--- src/lzwd_pkg.sv ---
// Shared types and constants for the LZW code decoder.
// No dependencies; every other file imports this package.
`timescale 1ns / 1ps

package lzwd_pkg;

  localparam int CODE_W    = 12;
  localparam int NFC_W     = 13;
  localparam int DICT_SIZE = 4096;
  localparam int MAX_LEN   = 64;
  localparam int LEN_W     = 7;
  localparam int POS_W     = 6;
  localparam int BYTE_W    = 8;

  localparam logic [CODE_W-1:0] LIT_MAX   = 12'd256;
  localparam logic [NFC_W-1:0]  FIRST_DEF = 13'd257;

  // one dictionary entry: prefix code, last byte, string length
  typedef struct packed {
    logic [CODE_W-1:0] prefix;
    logic [BYTE_W-1:0] suffix;
    logic [LEN_W-1:0]  len;
  } lzwd_entry_t;

  typedef enum logic [2:0] {
    S_IDLE,
    S_LEN,
    S_WALK,
    S_COMMIT,
    S_EMIT,
    S_ERR
  } lzwd_state_t;

  // controller to datapath
  typedef struct packed {
    logic accept;
    logic len_chk;
    logic walk;
    logic commit;
    logic emit_adv;
    logic show_err;
  } lzwd_cmd_t;

  // datapath to controller
  typedef struct packed {
    logic early_reject;
    logic len_reject;
    logic walk_done;
    logic emit_last;
  } lzwd_sts_t;

endpackage

--- src/lzwd_ctrl.sv ---
// Sequencer for the LZW decoder: accept, length check, chain walk, commit, emit.
// Depends on lzwd_pkg.
`timescale 1ns / 1ps

module lzwd_ctrl (
  input  logic               clk,
  input  logic               rst_n,
  input  logic               in_valid,
  output logic               in_ready,
  output logic               out_valid,
  input  logic               out_ready,
  input  lzwd_pkg::lzwd_sts_t sts,
  output lzwd_pkg::lzwd_cmd_t cmd
);
  import lzwd_pkg::*;

  lzwd_state_t state_r, state_nxt;

  always_ff @(posedge clk) begin
    if (!rst_n) begin
      state_r <= S_IDLE;
    end else begin
      state_r <= state_nxt;
    end
  end

  always_comb begin
    state_nxt = state_r;
    cmd       = '0;
    in_ready  = 1'b0;
    out_valid = 1'b0;
    case (state_r)
      S_IDLE: begin
        in_ready = 1'b1;
        if (in_valid) begin
          cmd.accept = 1'b1;
          state_nxt  = sts.early_reject ? S_ERR : S_LEN;
        end
      end
      S_LEN: begin
        cmd.len_chk = 1'b1;
        state_nxt   = sts.len_reject ? S_ERR : S_WALK;
      end
      S_WALK: begin
        cmd.walk = 1'b1;
        if (sts.walk_done) begin
          state_nxt = S_COMMIT;
        end
      end
      S_COMMIT: begin
        cmd.commit = 1'b1;
        state_nxt  = S_EMIT;
      end
      S_EMIT: begin
        out_valid    = 1'b1;
        cmd.emit_adv = out_ready;
        if (out_ready && sts.emit_last) begin
          state_nxt = S_IDLE;
        end
      end
      S_ERR: begin
        out_valid    = 1'b1;
        cmd.show_err = 1'b1;
        if (out_ready) begin
          state_nxt = S_IDLE;
        end
      end
      default: begin
        state_nxt = S_IDLE;
      end
    endcase
  end

endmodule

--- config.mk ---
export PLATFORM = sky130hd
export DESIGN_NAME = lzwd_ctrl
export DESIGN_NICKNAME = d
export VERILOG_FILES = /design/src/lzwd_pkg.sv /design/src/lzwd_ctrl.sv
export SDC_FILE = /design/constraint.sdc
export NUM_CORES = 1
export LEC_CHECK = 0
export ABC_AREA = 0
export BUFFER_PORTS_ARGS = -buffer_cell sky130_fd_sc_hd__buf_2
export CAP_MARGIN = 20
export CORE_AREA = 2 2 39 41
export CTS_CLUSTER_SIZE = 25
export DETAILED_ROUTE_END_ITERATION = 10
export DIE_AREA = 0 0 41 43
export PLACE_DENSITY_LB_ADDON = 0.05
export SYNTH_ARGS = -nofsm -noshare
export SYNTH_HDL_FRONTEND = slang
export SYNTH_SLANG_ARGS = --single-unit
--- constraint.sdc ---
create_clock -name clk -period 0.95 [get_ports clk]
set_input_delay 0.19 -clock clk [delete_from_list [all_inputs] [get_ports clk]]
set_output_delay 0.19 -clock clk [all_outputs]
set_load 0.02 [all_outputs]
; Word-level counts from Yosys, hierarchy flattened
; Cells that the tools add are included.
[op_classes]
n_eq_ne = 9
mux = 16
reduce_logical = 4
[ops]
columns = cell, count
row1 = 2-to-1 mux 3 bit, 6
row2 = one-hot mux 3 bit (6 select lines), 1
row3 = 2-to-1 mux 1 bit, 9
row4 = "!= test 2 bit, second input constant", 4
row5 = "== test 3 x 2 -> 1 bit, second input constant", 2
row6 = "== test 3 bit, second input constant", 2
row7 = AND reduction 4 bit, 1
row8 = "== test 3 x 1 -> 1 bit, second input constant", 1
row9 = zero test 3 bit, 1
row10 = OR reduction 2 bit, 1
row11 = logical AND 1 bit, 1
[totals]
register_bits = 3
in_bits = 8
output_inout_bits = 8
wordCells = 30

; Logic depth before layout (Yosys ltp)
; Gate-level depths: netlist of the first run.
[depth]
ltp_word = 3
mapped_depth = 4
ltp_nobuf = 3

; Least setup slack after synthesis of the first run
; OpenSTA, ideal clock, no wires.
[synth_timing]
kind = reg-to-output
start = reg state_r[2]
end = out cmd[1] (netlist name)
t_arrival_ns = 1.224
required_ns = 0.760
path_slack_ns = -0.464
path_stages_with_launch = 4
n_path_buf = 1
path_cell_list = dfxtp_1 -> buf_6 -> nor2b_1 -> and3_1
[synth_lines]
columns = item, line
row1 = from (decl), lzwd_ctrl.sv:17  ; lzwd_state_t state_r, state_nxt;
row2 = from (signal assigned), lzwd_ctrl.sv:23  ; state_r <= state_nxt;
row3 = to (decl), lzwd_ctrl.sv:13  ; output lzwd_pkg::lzwd_cmd_t cmd

; Worst setup path after layout of the first run
[layout_timing]
start = reg state_r[2]
end = out in_ready
[layout_via]
elab_chain_len = 2
[layout_lines]
columns = item, line
row1 = zero test 3 bit, lzwd_ctrl.sv:32  ; case (state_r)
row2 = 2-to-1 mux 1 bit, lzwd_ctrl.sv:32
row3 = to (decl), lzwd_ctrl.sv:9  ; output logic in_ready,
; Every way passes these cells.

==> impl_metrics.json, run 1 <==
{
  "rsz0062_at_grt": "yes",
  "ant_nets": 0,
  "worst_slack_ps": -402,
  "layout_common_cells": "buf_6 (13), buf_4 (9), buf_2 (8), clkbuf_4 (3)",
  "portBuffers": 15,
  "rr_worst_depth": 5,
  "worst_slew_margin_rel_pct": 82.1,
  "max_freq_mhz": 740,
  "min_from": "rst_n",
  "hold_violations": 0,
  "synth_fp_nets": 35,
  "pin_count": 16,
  "wl_microns": 852,
  "grt_max_degree": 9,
  "hpwl_microns": 632,
  "nNetsFinal": 67,
  "diodes": 0,
  "ys_warn_count": 0,
  "hold_depth": 2,
  "use_met3_pct": 1.57,
  "setup_violations": 10,
  "post-route-period-util_pct": 142,
  "area_delta_synth_final_pct": 152,
  "clkLatencyLatePin_ps": 230,
  "vias": 324,
  "synthesis.area_sq_um": 239,
  "grt_usage_pct": 12.6,
  "cts.sinks": 3,
  "critPathLaunchType": "flop",
  "clockBufferDepth": 2,
  "first_pass_iters": 2,
  "drt_iter0_drc": 1,
  "hold_slack_ps": 192,
  "largest_register_ffs": 3,
  "cp_slowest_stage_delay_ps": 360,
  "slowest_stage": "dfxtp_4",
  "drive_gt1_share_pct": 81.0,
  "grt_pass1_wl_microns": 1460,
  "holdCritPathClass": "input pin to flop",
  "cts_tree": "built",
  "crit_chain": "buf_4 -> nor3_1 -> buf_2",
  "synth_top_family_by_area": "simple AND/OR/NAND/NOR gates",
  "ff2ff_setup_slack_ps": -200,
  "cp.arrival_ps": 1160,
  "path_clk_slew_ps": 40,
  "worst-endpoint-required_ps": 760,
  "grt.met1_usage_pct": 13.4,
  "top_usage_layer": "met2",
  "placementRows": 14,
  "synth-simple-area-share_pct": 35.6,
  "holdBufCountCts": 0,
  "cts-htree-levels": 1,
  "crit_fanout": 5,
  "dieArea_sq_um": 1760,
  "finalMaxSlewViolations": 0,
  "initial_core_util_pct": 17.3,
  "synthAdderAreaFrac_pct": 0,
  "worstReg2RegStart": "state_r[1]",
  "stdcell_area_sq_um": 602,
  "synth_compound_area_share_pct": 17.8,
  "hold_end": "state_r[0]",
  "grt_pass1_vias": 355,
  "coreArea_sq_um": 1380,
  "place_congestion": 0.634,
  "period_minus_slack_ps": 1350,
  "wl_per_cell_microns": 11.5,
  "grt_remaining_overflow": 0,
  "p_per_area_nw_per_um2": 1330,
  "tns_ps": -3060,
  "synth_sequential_area_ratio_pct": 25.1,
  "die_w_microns": 41,
  "die_y_microns": 43,
  "placed_area_sq_um": 404,
  "yosys.cell_types.count": 18,
  "top_regs": "state_r x3",
  "cp-end-kind": "output port",
  "violations": "setup timing",
  "via_per_inst": 4.38,
  "grt_use_met2_pct": 20.6,
  "synth_xor_area_share_pct": 0,
  "synthMuxAreaShare_pct": 8.38,
  "power_leakage_uw": 0.000263,
  "ys_ff_latch": 3,
  "status": "finished with violations",
  "largest_register": "state_r",
  "clockRootBuffer": "clkbuf_4",
  "synthCells": 27,
  "max_cap_viol_count": 0,
  "final_common_cell": "buf_6",
  "cts_made_buffers": 3,
  "antenna_found_initial": 0,
  "rr_endpoint": "state_r[0]",
  "worstMarginPinSlew_ps": 268,
  "crit_type": "flop to output port",
  "avgSynthCellArea_sq_um": 8.85,
  "drc": 0,
  "skew_ps": 1.94,
  "ir_drop_v": 0.000690
}
area by class of cell:
| class | count | area, sq um |
|---|---|---|
| Clock buffer | 4 | 26.3 |
| Fill cell | 150 | 782 |
| Inverter | 1 | 3.75 |
| Multi-Input combinational cell | 20 | 229 |
| Sequential cell | 3 | 68.8 |
| Tap cell | 16 | 20.0 |
| Timing Repair Buffer | 30 | 254 |
per-layer routing:
layer,up-vias,part of all wire (%)
met5,-,0
met4,0,1.2
met3,2,5.8
met2,10,58
met1,153,35
li1,159,-
cell families (layout without fill, tap and decap cells):
family                 count (synthesis)  after routing
flip-flops                             3              3
buffers and inverters                  4             35
AND/OR/NAND/NOR                       13             13
AO/OA/AOI/OAI                          5              5
multiplexers                           2              2
stage by stage:
stage / total power, uW / instances / setup WS (ps) / utilization, %
2_1_floorplan: 353 / 27 / -208 / -
3_3_place_gp: 443 / 62 / -215 / 29.2
3_5_place_dp: 447 / 62 / -238 / 29.2
4_1_cts: 789 / 72 / -432 / 41.0
5_1_grt: 854 / 74 / -445 / 43.5
6_report: 802 / 74 / -402 / 43.5
report_power, final:
part | leakage [uW] | switching, uW | internal [uW]
clock network | 0.0000150 | 67.1 | 157
registers | 0.0000264 | 25.0 | 143
logic | 0.000222 | 181 | 229
critical path, delay by kind of cell, from the launching register on:
| kind | cells | cell delay, ps |
|---|---|---|
| buffers and inverters | 2 | 350 |
| flip-flops | 1 | 360 |
| AND/OR/NAND/NOR | 1 | 220 |
worst max path at each step:
| stage | to | slack, ps | startpoint | cells past startpoint |
|---|---|---|---|---|
| floorplan | state_r[2] | -210 | state_r[0] | 4 |
| global placement | state_r[2] | -210 | state_r[1] | 3 |
| detailed placement | state_r[2] | -240 | state_r[1] | 3 |
| CTS | cmd[5] | -430 | state_r[0] | 3 |
| global route | cmd[5] | -440 | state_r[0] | 3 |
| finish | in_ready | -400 | state_r[2] | 3 |
synthesized netlist by cell type:
master	instances	share of area, %
nor2b_1	1	2.6
nor4b_2	1	6.3
inv_1	1	1.6
a22oi_1	1	3.1
mux2i_1	2	8.4
nor2_1	2	3.1
and2_1	1	2.6
o21ai_0	1	2.1
nor3_1	3	6.3
dfxtp_1	3	25
nor3b_1	3	9.4
or3_1	1	2.6
a21boi_1	1	3.1
a2111oi_2	1	6.3
o21a_1	1	3.1
and3_1	1	2.6
buf_6	2	9.4
buf_2	1	2.1
what timing repair did:
item | 4_1_cts | 5_1_grt
endpoints found under the setup margin | 11 | 11
setup buffers | 6 | 2
resized for setup | 27 | 4
pin swaps | 8 | 5
No activity file was read; power rests on OpenSTA's default activity.
==> inputs of run 2 (changes only) <==
==> constraint.sdc (replaced) <==
create_clock -name clk -period 0.95 [get_ports clk]
set_input_delay 0.0475 -clock clk [delete_from_list [all_inputs] [get_ports clk]]
set_output_delay 0.0475 -clock clk [all_outputs]
set_load 0.02 [all_outputs]
==> impl_metrics.json, run 2 (synthesized netlist as in run 1, its figures left out) <==
{
  "met1_length_microns": 327,
  "worst-endpoint-required_ps": 900,
  "grt_usage_pct": 11.2,
  "hold_violations": 0,
  "max_cap_viol_count": 0,
  "ir_drop_v": 0.000860,
  "hold_end": "state_r[0]",
  "top_regs": "state_r x3",
  "rsz0062_at_grt": "yes",
  "min_from": "rst_n",
  "placed_area_sq_um": 379,
  "setup_violations": 10,
  "period_minus_slack_ps": 1180,
  "switching_share_pct": 33.0,
  "drt_iter0_drc": 1,
  "via_per_inst": 4.43,
  "p_per_area_nw_per_um2": 1360,
  "crit_fanout": 4,
  "cts-htree-levels": 1,
  "drc": 0,
  "postLayoutCoreUtil_pct": 41.3,
  "violations": "setup timing",
  "rr_worst_depth": 5,
  "final_common_cell": "buf_4",
  "cts_tree": "built",
  "cp-end-kind": "output port",
  "holdBufCountCts": 0,
  "wl_microns": 846,
  "dieArea_sq_um": 1760,
  "die_w_microns": 41,
  "antenna_found_initial": 0,
  "power_frac_seq_pct": 21.7,
  "top_layer": "met3",
  "grt_pass1_wl_microns": 1340,
  "clkLatencyLatePin_ps": 230,
  "cts.sinks": 3,
  "finalMaxSlewViolations": 0,
  "grt_pass1_vias": 337,
  "crit_type": "flop to output port",
  "hold_depth": 2,
  "stdcell_area_sq_um": 572,
  "ff2ff_setup_slack_ps": -160,
  "status": "finished with violations",
  "internal_power_uw": 522,
  "grt_remaining_overflow": 0,
  "cts_made_buffers": 3,
  "drive_gt1_share_pct": 81.0,
  "layout_common_cells": "buf_4 (14), buf_2 (8), buf_6 (7), clkbuf_4 (3)",
  "post-route-period-util_pct": 124,
  "ant_nets": 0,
  "diodes": 0,
  "portBuffers": 15,
  "wl_met3_microns": 71,
  "clockBufferDepth": 2,
  "pin_count": 16,
  "grt_max_degree": 8,
  "switchingPower_uw": 257,
  "critPathLaunchType": "flop",
  "skew_ps": 2.84,
  "place_congestion": 0.664,
  "first_pass_iters": 2,
  "worstReg2RegStart": "state_r[0]",
  "p_comb_share_pct": 49.8,
  "wl_per_cell_microns": 11.4,
  "cp.arrival_ps": 1130,
  "max_freq_mhz": 847,
  "hpwl_microns": 639,
  "power_leakage_uw": 0.000258,
  "holdCritPathClass": "input pin to flop",
  "worstMarginPinSlew_ps": 260,
  "rr_endpoint": "state_r[2]",
  "largest_register": "state_r",
  "nNetsFinal": 67,
  "die_y_microns": 43,
  "dr_wl_met2_microns": 447,
  "p_clk_share_pct": 28.5,
  "initial_core_util_pct": 17.3,
  "largest_register_ffs": 3,
  "worst_slack_ps": -231,
  "area_delta_synth_final_pct": 139,
  "clockRootBuffer": "clkbuf_4",
  "coreArea_sq_um": 1380,
  "vias": 328,
  "worst_slew_margin_rel_pct": 82.7,
  "path_clk_slew_ps": 30,
  "placementRows": 14
}
[run 2: cell counts in the layout (fill, tap and decap cells not counted)]
No cell type changed its count.
[run 2: what timing repair did]
action / in CTS / in global routing
resized for setup: 22 / 6
pin swaps: 3 / 1
setup buffers: 6 / 1
endpoints found under the setup margin: 11 / 11
[run 2: layout make-up]
type / count / area [sq um]
Tap cell: 16 / 20.0
Clock buffer: 4 / 26.3
Fill cell: 134 / 812
Inverter: 1 / 3.75
Sequential cell: 3 / 68.8
Multi-Input combinational cell: 20 / 209
Timing Repair Buffer: 30 / 244
[run 2: power by group through the flow]
stage / clock network (uW) / logic (uW) / registers [uW]
after floorplan: 0 / 179 / 152
after global placement: 0 / 256 / 168
after detailed placement: 0 / 262 / 167
after CTS: 231 / 365 / 167
after global routing: 256 / 413 / 172
final: 222 / 388 / 169
[run 2: routing by layer]
metal | vias up | GRT usage, %
li1 | 162 | -
met1 | 155 | 13.4
met2 | 11 | 16.9
met3 | 0 | 6.81
met4 | 0 | 2.00
met5 | - | 0
[run 2: through the flow]
| step | hold slack [ps] | std cells | setup TNS (ps) | worst slack (ps) | power (uW) |
|---|---|---|---|---|---|
| after detailed placement | 282 | 63 | -853 | -177 | 429 |
| after floorplan | 165 | 27 | -909 | -208 | 331 |
| after global routing | 40.2 | 74 | -2310 | -282 | 841 |
| after CTS | 41.3 | 73 | -1910 | -234 | 764 |
| final | 43.6 | 74 | -1740 | -231 | 779 |
| after global placement | 286 | 63 | -827 | -180 | 424 |
[run 2: worst max-delay path by stage]
| stage | start | to | slack [ps] | depth (start not counted) |
|---|---|---|---|---|
| after floorplan | state_r[0] | state_r[2] | -210 | 4 |
| after global placement | state_r[1] | state_r[0] | -180 | 3 |
| after detailed placement | state_r[1] | state_r[0] | -180 | 3 |
| after CTS | state_r[1] | cmd[1] | -230 | 4 |
| after global routing | state_r[0] | cmd[5] | -280 | 3 |
| final | state_r[1] | cmd[1] | -230 | 4 |
[run 2: critical path, cell delays in order, from the launching register on]
cell and delay, ps:
dfxtp_4 350, buf_6 120, nor2b_4 130, and3_4 190, buf_6 110
